`src/hdl/paged_bump_suballocator_top_assert.svh`:
```
// assertion macros for the sub-allocator
`ifndef PAGED_BUMP_SUBALLOCATOR_TOP_ASSERT_SVH
`define PAGED_BUMP_SUBALLOCATOR_TOP_ASSERT_SVH

// property that holds in the cycle after a trigger
`define PBS_ASSERT_NEXT(label, clk, rst_n, trig, prop) \
  label: assert property (@(posedge clk) disable iff (!rst_n) (trig) |=> (prop)) \
    else $error("assertion failed");

// property that holds whenever the trigger is seen
`define PBS_ASSERT_NOW(label, clk, rst_n, trig, prop) \
  label: assert property (@(posedge clk) disable iff (!rst_n) (trig) |-> (prop)) \
    else $error("assertion failed");

`endif

```
`src/hdl/pbsa_pkg.sv`:
```
package pbsa_pkg;

  localparam logic KindAlloc   = 1'b0;
  localparam logic KindRelease = 1'b1;
  localparam logic [39:0] Max40 = 40'hFF_FFFF_FFFF;

  typedef enum logic [6:0] {
    StIdle  = 7'b0000001,
    StCheck = 7'b0000010,
    StGrow  = 7'b0000100,
    StScan  = 7'b0001000,
    StTake  = 7'b0010000,
    StFin   = 7'b0100000,
    StOut   = 7'b1000000
  } state_e;

  typedef struct packed {
    logic load;      // capture request, start checks
    logic release_all;
    logic grow_init;
    logic grow_step;
    logic scan_init;
    logic scan_step;
    logic take;      // take chosen/new page
    logic commit;    // bump offset and counters
    logic fail;      // failed allocation result
  } cmd_t;

  typedef struct packed {
    logic is_release;
    logic fits;
    logic grow_done;
    logic grow_over;
    logic scan_done;
    logic can_take;
  } sts_t;

endpackage

```
`src/hdl/pbsa_ctrl.sv`:
```
module pbsa_ctrl (
  input  logic          clk_i,
  input  logic          rst_ni,
  input  logic          in_valid_i,
  output logic          in_ready_o,
  output logic          out_valid_o,
  input  logic          out_ready_i,
  input  pbsa_pkg::sts_t sts_i,
  output pbsa_pkg::cmd_t cmd_o
);
  import pbsa_pkg::*;

  state_e state_q, state_d;

  always_ff @(posedge clk_i or negedge rst_ni) begin
    if (!rst_ni) begin
      state_q <= StIdle;
    end else begin
      state_q <= state_d;
    end
  end

  assign in_ready_o  = (state_q == StIdle);
  assign out_valid_o = (state_q == StOut);

  always_comb begin
    state_d = state_q;
    cmd_o   = '0;
    case (state_q)
      StIdle: begin
        if (in_valid_i) begin
          cmd_o.load = 1'b1;
          state_d    = StCheck;
        end
      end
      StCheck: begin
        if (sts_i.is_release) begin
          cmd_o.release_all = 1'b1;
          state_d = StOut;
        end else if (sts_i.fits) begin
          cmd_o.commit = 1'b1;
          state_d = StOut;
        end else begin
          cmd_o.grow_init = 1'b1;
          state_d = StGrow;
        end
      end
      StGrow: begin
        if (sts_i.grow_over) begin
          cmd_o.fail = 1'b1;
          state_d = StOut;
        end else if (sts_i.grow_done) begin
          cmd_o.scan_init = 1'b1;
          state_d = StScan;
        end else begin
          cmd_o.grow_step = 1'b1;
        end
      end
      StScan: begin
        if (sts_i.scan_done) begin
          state_d = StTake;
        end else begin
          cmd_o.scan_step = 1'b1;
        end
      end
      StTake: begin
        if (sts_i.can_take) begin
          cmd_o.take = 1'b1;
          state_d = StFin;
        end else begin
          cmd_o.fail = 1'b1;
          state_d = StOut;
        end
      end
      StFin: begin
        if (sts_i.fits) begin
          cmd_o.commit = 1'b1;
        end else begin
          cmd_o.fail = 1'b1;
        end
        state_d = StOut;
      end
      StOut: begin
        if (out_ready_i) begin
          state_d = StIdle;
        end
      end
      default: state_d = StIdle;
    endcase
  end

endmodule

```
`src/hdl/pbsa_dp.sv`:
```
module pbsa_dp #(
  parameter int MaxPages = 16
) (
  input  logic           clk_i,
  input  logic           rst_ni,
  input  logic           cfg_valid_i,
  input  logic [31:0]    cfg_data_i,
  input  logic [37:0]    in_data_i,
  input  pbsa_pkg::cmd_t cmd_i,
  output pbsa_pkg::sts_t sts_o,
  output logic [157:0]   out_data_o
);
  import pbsa_pkg::*;

  localparam int SW = (MaxPages > 1) ? $clog2(MaxPages) : 1;
  localparam int CW = $clog2(MaxPages + 1);

  logic [31:0] base_q;
  logic [31:0] psize_q [MaxPages];
  logic [MaxPages-1:0] pool_q, held_q;
  logic [CW-1:0] created_q;
  logic [SW-1:0] cur_slot_q;
  logic cur_valid_q;
  logic [31:0] cur_off_q, room_q;
  logic [39:0] used_q, alig_q, alloc_q, used_pk_q, alig_pk_q, alloc_pk_q;

  logic kind_q;
  logic [31:0] req_q;
  logic [4:0] alog_q;
  logic [32:0] need_q;
  logic [CW-1:0] scan_q;
  logic best_v_q;
  logic [SW-1:0] best_q;
  logic took_q, ok_q;
  logic [SW-1:0] slot_out_q;
  logic [31:0] off_out_q;
  // aligned offset and pad for the current page
  logic [32:0] amask, aligned_w, adj_w;
  logic [31:0] pad_w;

  assign amask     = (33'd1 << alog_q) - 33'd1;
  assign aligned_w = ({1'b0, cur_off_q} + amask) & ~amask;
  assign pad_w     = aligned_w[31:0] - cur_off_q;
  assign adj_w     = {1'b0, req_q} + {1'b0, pad_w};

  always_comb begin
    sts_o.is_release = kind_q;
    sts_o.fits       = cur_valid_q && !aligned_w[32] && (adj_w <= {1'b0, room_q});
    sts_o.grow_over  = need_q[32];
    sts_o.grow_done  = (need_q >= {1'b0, req_q});
    sts_o.scan_done  = ({1'b0, scan_q} >= {1'b0, created_q});
    sts_o.can_take   = best_v_q || (32'(created_q) < 32'(MaxPages));
  end

  logic [SW-1:0] scan_idx;
  logic [SW-1:0] take_idx;
  assign scan_idx = scan_q[SW-1:0];
  assign take_idx = best_v_q ? best_q : created_q[SW-1:0];

  function automatic logic [39:0] sat_add(input logic [39:0] a, input logic [39:0] b);
    logic [40:0] s;
    s = {1'b0, a} + {1'b0, b};
    return s[40] ? Max40 : s[39:0];
  endfunction

  logic [39:0] alloc_new;
  assign alloc_new = sat_add(alloc_q, {8'd0, psize_q[take_idx]});

  logic [39:0] used_new, alig_new;
  assign used_new = sat_add(used_q, {8'd0, req_q});
  assign alig_new = sat_add(alig_q, {7'd0, adj_w});

  always_ff @(posedge clk_i) begin
    if (cmd_i.load) begin
      kind_q <= in_data_i[0];
      req_q  <= in_data_i[32:1];
      alog_q <= in_data_i[37:33];
    end
    if (cmd_i.grow_init) begin
      need_q <= (base_q == 32'd0) ? 33'd1 : {1'b0, base_q};
    end else if (cmd_i.grow_step) begin
      need_q <= {need_q[31:0], 1'b0};
    end
    if (cmd_i.scan_init) begin
      scan_q   <= '0;
      best_v_q <= 1'b0;
      best_q   <= '0;
    end else if (cmd_i.scan_step) begin
      scan_q <= scan_q + CW'(1);
      if (pool_q[scan_idx] && (psize_q[scan_idx] >= need_q[31:0]) &&
          (!best_v_q || psize_q[scan_idx] < psize_q[best_q])) begin
        best_v_q <= 1'b1;
        best_q   <= scan_idx;
      end
    end
    if (cmd_i.take && !best_v_q) begin
      psize_q[take_idx] <= need_q[31:0];
    end
  end

  always_ff @(posedge clk_i or negedge rst_ni) begin
    if (!rst_ni) begin
      base_q <= 32'd65536;
      pool_q <= '0;
      held_q <= '0;
      created_q <= '0;
      cur_slot_q <= '0;
      cur_valid_q <= 1'b0;
      cur_off_q <= '0;
      room_q <= '0;
      used_q <= '0; alig_q <= '0; alloc_q <= '0;
      used_pk_q <= '0; alig_pk_q <= '0; alloc_pk_q <= '0;
      took_q <= 1'b0; ok_q <= 1'b0;
      slot_out_q <= '0; off_out_q <= '0;
    end else begin
      if (cfg_valid_i) base_q <= cfg_data_i;
      if (cmd_i.load) begin
        took_q <= 1'b0;
      end
      if (cmd_i.release_all) begin
        pool_q <= pool_q | held_q;
        held_q <= '0;
        cur_valid_q <= 1'b0;
        cur_off_q <= '0;
        room_q <= '0;
        used_q <= '0; alig_q <= '0; alloc_q <= '0;
        ok_q <= 1'b1; slot_out_q <= '0; off_out_q <= '0;
      end
      if (cmd_i.take) begin
        // take a pooled or new page; commit or fail follows on the taken page
        if (!best_v_q) created_q <= created_q + CW'(1);
        pool_q[take_idx] <= 1'b0;
        held_q[take_idx] <= 1'b1;
        cur_slot_q <= take_idx;
        cur_valid_q <= 1'b1;
        cur_off_q <= '0;
        room_q <= best_v_q ? psize_q[take_idx] : need_q[31:0];
        begin
          logic [39:0] an;
          an = best_v_q ? alloc_new : sat_add(alloc_q, {7'd0, need_q});
          alloc_q <= an;
          if (an > alloc_pk_q) alloc_pk_q <= an;
        end
        took_q <= 1'b1;
      end
      if (cmd_i.commit) begin
        room_q <= room_q - adj_w[31:0];
        cur_off_q <= cur_off_q + adj_w[31:0];
        used_q <= used_new;
        alig_q <= alig_new;
        if (used_new > used_pk_q) used_pk_q <= used_new;
        if (alig_new > alig_pk_q) alig_pk_q <= alig_new;
        ok_q <= 1'b1;
        slot_out_q <= cur_slot_q;
        off_out_q <= aligned_w[31:0];
      end
      if (cmd_i.fail) begin
        ok_q <= 1'b0; took_q <= 1'b0;
        slot_out_q <= '0; off_out_q <= '0;
      end
    end
  end

  logic [3:0] slot4;
  assign slot4 = 4'(slot_out_q);
  assign out_data_o = {alloc_pk_q, alig_pk_q, used_pk_q, took_q, off_out_q, slot4, ok_q};

endmodule

```
`src/hdl/paged_bump_suballocator_top.sv`:
```
// paged bump sub-allocator
// input stream s_axis: tuser = kind; tdata = req_size, align_log2 (37 bits,
// padded to 40).
// one result per request on m_axis: ok, page_slot, range_offset, took_page and
// the three 40-bit peaks (158 bits, padded to 160).
// the user writes base_page_size on the cfg channel only while idle; not enforced.
// a release or a request that fits the current page goes from the check state
// straight to its result; a page miss doubles the page size one step a cycle
// and then scans the created slots of the page table one slot a cycle (up to
// MAX_PAGES slots) before it takes a page.
// one request is in flight at a time: s_axis_tready is high only while idle,
// so a new request can be taken in the cycle after the result is accepted.
// the result is held on m_axis until m_axis_tready; no new request is taken
// before that.
// reset clears the page table, the counters and the peaks and loads a base
// page size of 65536; the pool is empty after reset.
module paged_bump_suballocator_top #(
  parameter int MAX_PAGES = 16
) (
  input  logic         clk_i,
  input  logic         rst_ni,
  input  logic         cfg_valid_i,
  output logic         cfg_ready_o,
  input  logic [31:0]  cfg_data_i,
  input  logic         s_axis_tvalid,
  output logic         s_axis_tready,
  input  logic [39:0]  s_axis_tdata,   // req_size, align_log2
  input  logic         s_axis_tuser,   // kind
  output logic         m_axis_tvalid,
  input  logic         m_axis_tready,
  output logic [159:0] m_axis_tdata    // ok, page_slot, range_offset, took_page,
                                       // peak_used, peak_aligned, peak_allocated
);
  import pbsa_pkg::*;

  cmd_t cmd;
  sts_t sts;
  logic [157:0] res;
  logic req_acc;

  assign cfg_ready_o = 1'b1;
  assign req_acc = s_axis_tvalid && s_axis_tready;

  pbsa_ctrl u_ctrl (
    .clk_i, .rst_ni,
    .in_valid_i(s_axis_tvalid), .in_ready_o(s_axis_tready),
    .out_valid_o(m_axis_tvalid), .out_ready_i(m_axis_tready),
    .sts_i(sts), .cmd_o(cmd)
  );

  pbsa_dp #(.MaxPages(MAX_PAGES)) u_dp (
    .clk_i, .rst_ni,
    .cfg_valid_i, .cfg_data_i,
    .in_data_i({s_axis_tdata[36:32], s_axis_tdata[31:0], s_axis_tuser}),
    .cmd_i(cmd), .sts_o(sts), .out_data_o(res)
  );

  assign m_axis_tdata = {2'd0, res};

`include "paged_bump_suballocator_top_assert.svh"

  `PBS_ASSERT_NOW(a_busy_no_take, clk_i, rst_ni, m_axis_tvalid, !s_axis_tready)
  `PBS_ASSERT_NEXT(a_take_starts, clk_i, rst_ni, req_acc, !s_axis_tready && !m_axis_tvalid)
  `PBS_ASSERT_NEXT(a_done_idle, clk_i, rst_ni, m_axis_tvalid && m_axis_tready, s_axis_tready)

endmodule
```
`config.mk`:
```
export PLATFORM = sky130hd
export DESIGN_NAME = paged_bump_suballocator_top
export DESIGN_NICKNAME = d
export VERILOG_FILES = /design/src/hdl/pbsa_pkg.sv /design/src/hdl/pbsa_ctrl.sv /design/src/hdl/pbsa_dp.sv /design/src/hdl/paged_bump_suballocator_top.sv
export VERILOG_INCLUDE_DIRS = /design/src /design/src/hdl
export SDC_FILE = /design/constraint.sdc
export NUM_CORES = 2
export LEC_CHECK = 0
export ABC_CLOCK_PERIOD_IN_PS = 10000
export BUFFER_PORTS_ARGS = -buffer_cell sky130_fd_sc_hd__buf_4
export CAP_MARGIN = 10
export CORE_MARGIN = 2
export CORE_UTILIZATION = 55
export DETAILED_ROUTE_END_ITERATION = 12
export HOLD_SLACK_MARGIN = 0.15
export PLACE_DENSITY = 0.75
export SYNTH_ARGS = -nofsm -noshare
export SYNTH_HDL_FRONTEND = slang
export SYNTH_SLANG_ARGS = --single-unit
```
`constraint.sdc`:
```
create_clock -name clk_i -period 10 [get_ports clk_i]
set_input_delay 1 -clock clk_i [delete_from_list [all_inputs] [get_ports clk_i]]
set_output_delay 1 -clock clk_i [all_outputs]
set_load 0.03 [all_outputs]
```
==> impl_summary.txt <==
----------------------------------------------------
[GRT]
  Number of antenna violations at the first check in global routing ... 13
  Gr usage total ... 37.7%
  Vias in the first global route ... 58400
  Maximum number of pins on one net before global-route repair ... 96
  Global-route wire length before repair ... 362 mm
  Global route overflow ... 0

[Timing]
  Max transition margin ... 9.79%
  Maximum clock frequency ... 94.0 MHz
  Worst-margin pin slew ... 1.35 ns
  Final worst-path setup slack ... -0.642 ns
  Final Max Slew Viols ... 0
  Final worst-path cycle share ... 106%
  Minimum clock period ... 10.64 ns
  Hold Vio Cnt, Final ... 0
  Skew final ... 0.101 ns
  Final total negative setup slack ... -23.62 ns
  Unrepaired setup endpoints after global routing ... true
  Final count of negative-setup-slack endpoints ... 40

[CTS]
  Buffer levels on the longest clock path ... 3
  Number of CTS-inserted buffers ... 112
  Worst-skew pair later-pin latency ... 0.79 ns
  Number of clock sinks ... 1024
  CTS hold repair buffers ... 0
  CTS H-Tree Depth ... 3
  Clock input transition at the sequential cells of the worst setup and hold paths ... 0.06 ns
  Clk root buf ... sky130_fd_sc_hd__clkbuf_16
  Clock tree from TritonCTS ... done

[Critical path]
  CP Data Required Time ... 10.66 ns
  Type of the setup path with the least slack ... flip-flop to flip-flop
  Register-to-register path setup slack ... -0.64 ns
  Highest-delay cell along the critical path ... sky130_fd_sc_hd__edfxtp_1
  Critical Path Most Common Cell ... sky130_fd_sc_hd__a21o_1
  Capturing element type of the critical path ... flip-flop
  Delay of the slowest cell on the worst path ... 0.43 ns
  Data arrival time of the critical path ... 11.31 ns
  Worst-path fanout max ... 5
  Kind of start point of the critical path ... flip-flop

[Place]
  GPL Wtd Cong ... 1.01
  Input/output buffers ... 234
  DPL Wire Length ... 165 mm
  Placed cell count ... 8479

[Synthesis]
  Post-synthesis cell count ... 6227
  #FFs+latches synth ... 1024
  Count of cell types in the netlist ... 116
  Netlist Area Pre-Place ... 0.0692 mm^2
  Mean area per synthesized cell ... 11.1 um^2
  Most used standard cell by instance count after synthesis ... sky130_fd_sc_hd__edfxtp_1
  Commonest cells in the synthesized netlist ... sky130_fd_sc_hd__edfxtp_1, sky130_fd_sc_hd__ha_1, sky130_fd_sc_hd__nand2_1, sky130_fd_sc_hd__inv_1, sky130_fd_sc_hd__o21ai_0
  Flip-flop cell with the highest count after synthesis ... sky130_fd_sc_hd__edfxtp_1
  Share of Yosys cell area claimed by the top area cell type ... 25.3%
  Cell types with the largest area share after synthesis ... sky130_fd_sc_hd__edfxtp_1, sky130_fd_sc_hd__dfrtp_1, sky130_fd_sc_hd__mux4_2, sky130_fd_sc_hd__ha_1, sky130_fd_sc_hd__o21ai_0
  Post-synth top area cell ... sky130_fd_sc_hd__edfxtp_1
  Number of flops mapped to enable cells by yosys ... 583
  FFs w/ async S/R, synth ... 41.3%
  Yosys warning total ... 0
  Sequential share of the synthesized area ... 41.1%

[Run]
  Max cap viols ... 0

[Pwr]
  Power density relative to cell area ... 238 mW/mm^2
  Static Leakage ... 35.7 nW
  Largest voltage drop on the vdd net ... 0.241 mV

[Cells and area]
  Fraction of layout cells with a size suffix above 1 ... 28.2%
  Final std cells w/o fill ... 8782
  Fin util ... 66.7%
  # nets final ... 7627
  Layout overhead on the synthesized area ... 20.6%

[Run status]
  Run status ... finished with violations
  Violations in the final reports ... negative setup slack

[Drt]
  Violation count after the first detailed-route iteration ... 9369
  Post-detailed-route DRC marker count ... 0
  Number of vias after detailed routing ... 59900
  Number of detailed-routing iterations run before antenna repair ... 9
  Post-detailed-route count of antenna-violating nets ... 0
  Final routed wirelength across all metal layers ... 247 mm
  Drt via density ... 6.82
  Final routed wire length divided by cell count ... 28.1 um

[Min path]
  Type of the worst min-delay path ... input pin to asynchronous set/reset pin

[Floorplanning]
  Die span in x ... 359 um
  Starting utilization of the core area ... 55.3%
  Core area ... 0.125 mm^2
  Std-Cell Rows ... 130
  Height of the chip ... 359 um
  Die area ... 0.129 mm^2
  Boundary pin count ... 241

----------------------------------------------------
## timing repair
| action | 4_1_cts | 5_1_grt |
|---|---|---|
| cloned | 7 | 2 |
| pin swaps | 86 | 66 |
| setup buffers | 56 | 22 |
| endpoints found under the setup margin | 40 | 104 |
| resized for setup | 198 | 102 |
## where the power goes
part	internal (W)	switching (W)	total, W	leakage (nW)
registers	0.00466	0.000230	0.00489	11.2
logic	0.00478	0.00573	0.0105	22.6
clock network	0.00257	0.00192	0.00449	1.89
## metrics by stage
step           setup WS, ns  hold slack (ns)  power (W)  instance area, um^2
2_1_floorplan       0.00423            0.437     0.0107                69600
3_3_place_gp         -0.750            0.454     0.0142                77500
3_5_place_dp          -1.05            0.456     0.0144                77500
4_1_cts              -0.261            0.277     0.0193                82900
5_1_grt               -1.04            0.322     0.0209                83500
6_report             -0.642            0.262     0.0199                83500
## metal layers
metal	share of wire (%)	vias to the layer above	track usage, %
li1	-	25200	-
met1	36	28800	48.6
met2	43	4659	55.6
met3	14	1166	13.2
met4	6.8	22	20.9
met5	0.077	-	0.296
## layout make-up
cell class	instances	area, um^2
timing repair buffer	969	7660
clock buffer	136	2960
antenna	10	25.0
fill	8976	41800
tap	1650	2060
inverter	479	1800
sequential	1024	28500
multi-input combinational	4438	39500
clock inverter	76	978
## layout by cell type (no fill, tap or decap), types with 19 or more instances in the layout
master | netlist | routed
sky130_fd_sc_hd__edfxtp_1 | 583 | 583
sky130_fd_sc_hd__ha_1 | 517 | 496
sky130_fd_sc_hd__a21o_1 | 201 | 200
sky130_fd_sc_hd__o21ai_0 | 455 | 403
sky130_fd_sc_hd__o22ai_1 | 24 | 23
sky130_fd_sc_hd__a211oi_1 | 28 | 20
sky130_fd_sc_hd__nand2b_1 | 93 | 91
sky130_fd_sc_hd__a22o_1 | 33 | 33
sky130_fd_sc_hd__a21oi_2 | 4 | 42
sky130_fd_sc_hd__o21ai_1 | 22 | 48
sky130_fd_sc_hd__clkinv_2 | 0 | 20
sky130_fd_sc_hd__nor3_1 | 65 | 55
sky130_fd_sc_hd__xor2_1 | 90 | 83
sky130_fd_sc_hd__a21oi_1 | 382 | 333
sky130_fd_sc_hd__nor2_1 | 276 | 248
sky130_fd_sc_hd__ha_4 | 0 | 19
sky130_fd_sc_hd__o211ai_1 | 23 | 23
sky130_fd_sc_hd__nor2b_1 | 89 | 88
sky130_fd_sc_hd__or3_1 | 31 | 26
sky130_fd_sc_hd__nand4_1 | 76 | 76
sky130_fd_sc_hd__dfrtp_1 | 421 | 421
sky130_fd_sc_hd__mux2i_1 | 44 | 39
sky130_fd_sc_hd__clkbuf_16 | 0 | 115
sky130_fd_sc_hd__xnor2_1 | 153 | 144
sky130_fd_sc_hd__mux2_2 | 63 | 61
sky130_fd_sc_hd__and3_1 | 86 | 84
sky130_fd_sc_hd__o21ai_2 | 1 | 20
sky130_fd_sc_hd__nand2_1 | 485 | 458
sky130_fd_sc_hd__a31oi_1 | 60 | 57
sky130_fd_sc_hd__mux4_2 | 452 | 452
sky130_fd_sc_hd__inv_1 | 476 | 473
sky130_fd_sc_hd__buf_4 | 10 | 928
sky130_fd_sc_hd__o21bai_1 | 39 | 37
sky130_fd_sc_hd__o21a_1 | 47 | 47
sky130_fd_sc_hd__nand2_2 | 0 | 21
sky130_fd_sc_hd__nor4_1 | 26 | 21
sky130_fd_sc_hd__nand3_1 | 193 | 189
## state kept, by name (all words and copies together), names as in the netlist, 32 cells and up, named ones only
signal,flops
u_dp.room_q,32
u_dp.alig_pk_q,40
u_dp.base_q,32
u_dp.psize_q,512
u_dp.alloc_pk_q,40
u_dp.used_q,40
u_dp.req_q,32
u_dp.need_q,33
u_dp.cur_off_q,32
u_dp.alloc_q,40
u_dp.off_out_q,32
u_dp.used_pk_q,40
u_dp.alig_q,40
## cell families (layout without fill, tap and decap cells)
logic type | Yosys count | count (layout) | share of synthesized area [%]
and+or+nand+nor | 1528 | 1530 | 10.9
AOI/OAI and AO/OA | 1571 | 1571 | 14.5
adders and majority gates | 525 | 525 | 9.58
muxes | 565 | 565 | 16.5
xor gates and xnor gates | 243 | 243 | 3.08
buffers and inverters | 769 | 1660 | 4.35
other | 2 | 14 | 0.0109
DFF | 1024 | 1024 | 41.1
## critical path, delay by kind of cell, from the launching register on
kind                     cells  cell delay (ns)
flip-flops                   1             0.43
adder cells (fa/ha/maj)      5             1.03
AND/OR/NAND/NOR             12             2.21
multiplexers                 1             0.26
AO/OA/AOI/OAI               28             4.88
XOR/XNOR                     2             0.46
buffers and inverters        9             1.26
## worst paths after layout
check	from	end	cells after the start
max in group asynchronous	rst_ni	u_dp.used_pk_q[18]	3
min reg2reg	u_dp.created_q[4]	u_dp.created_q[4]	1
min in group clk_i	s_axis_tuser	u_dp.kind_q	1
max reg2reg	u_dp.alog_q[2]	u_dp.alig_pk_q[7]	57
min	rst_ni	u_dp.alloc_pk_q[9]	1
max	u_dp.alog_q[2]	u_dp.alig_pk_q[7]	57
Power figures use the tool's default switching activity.
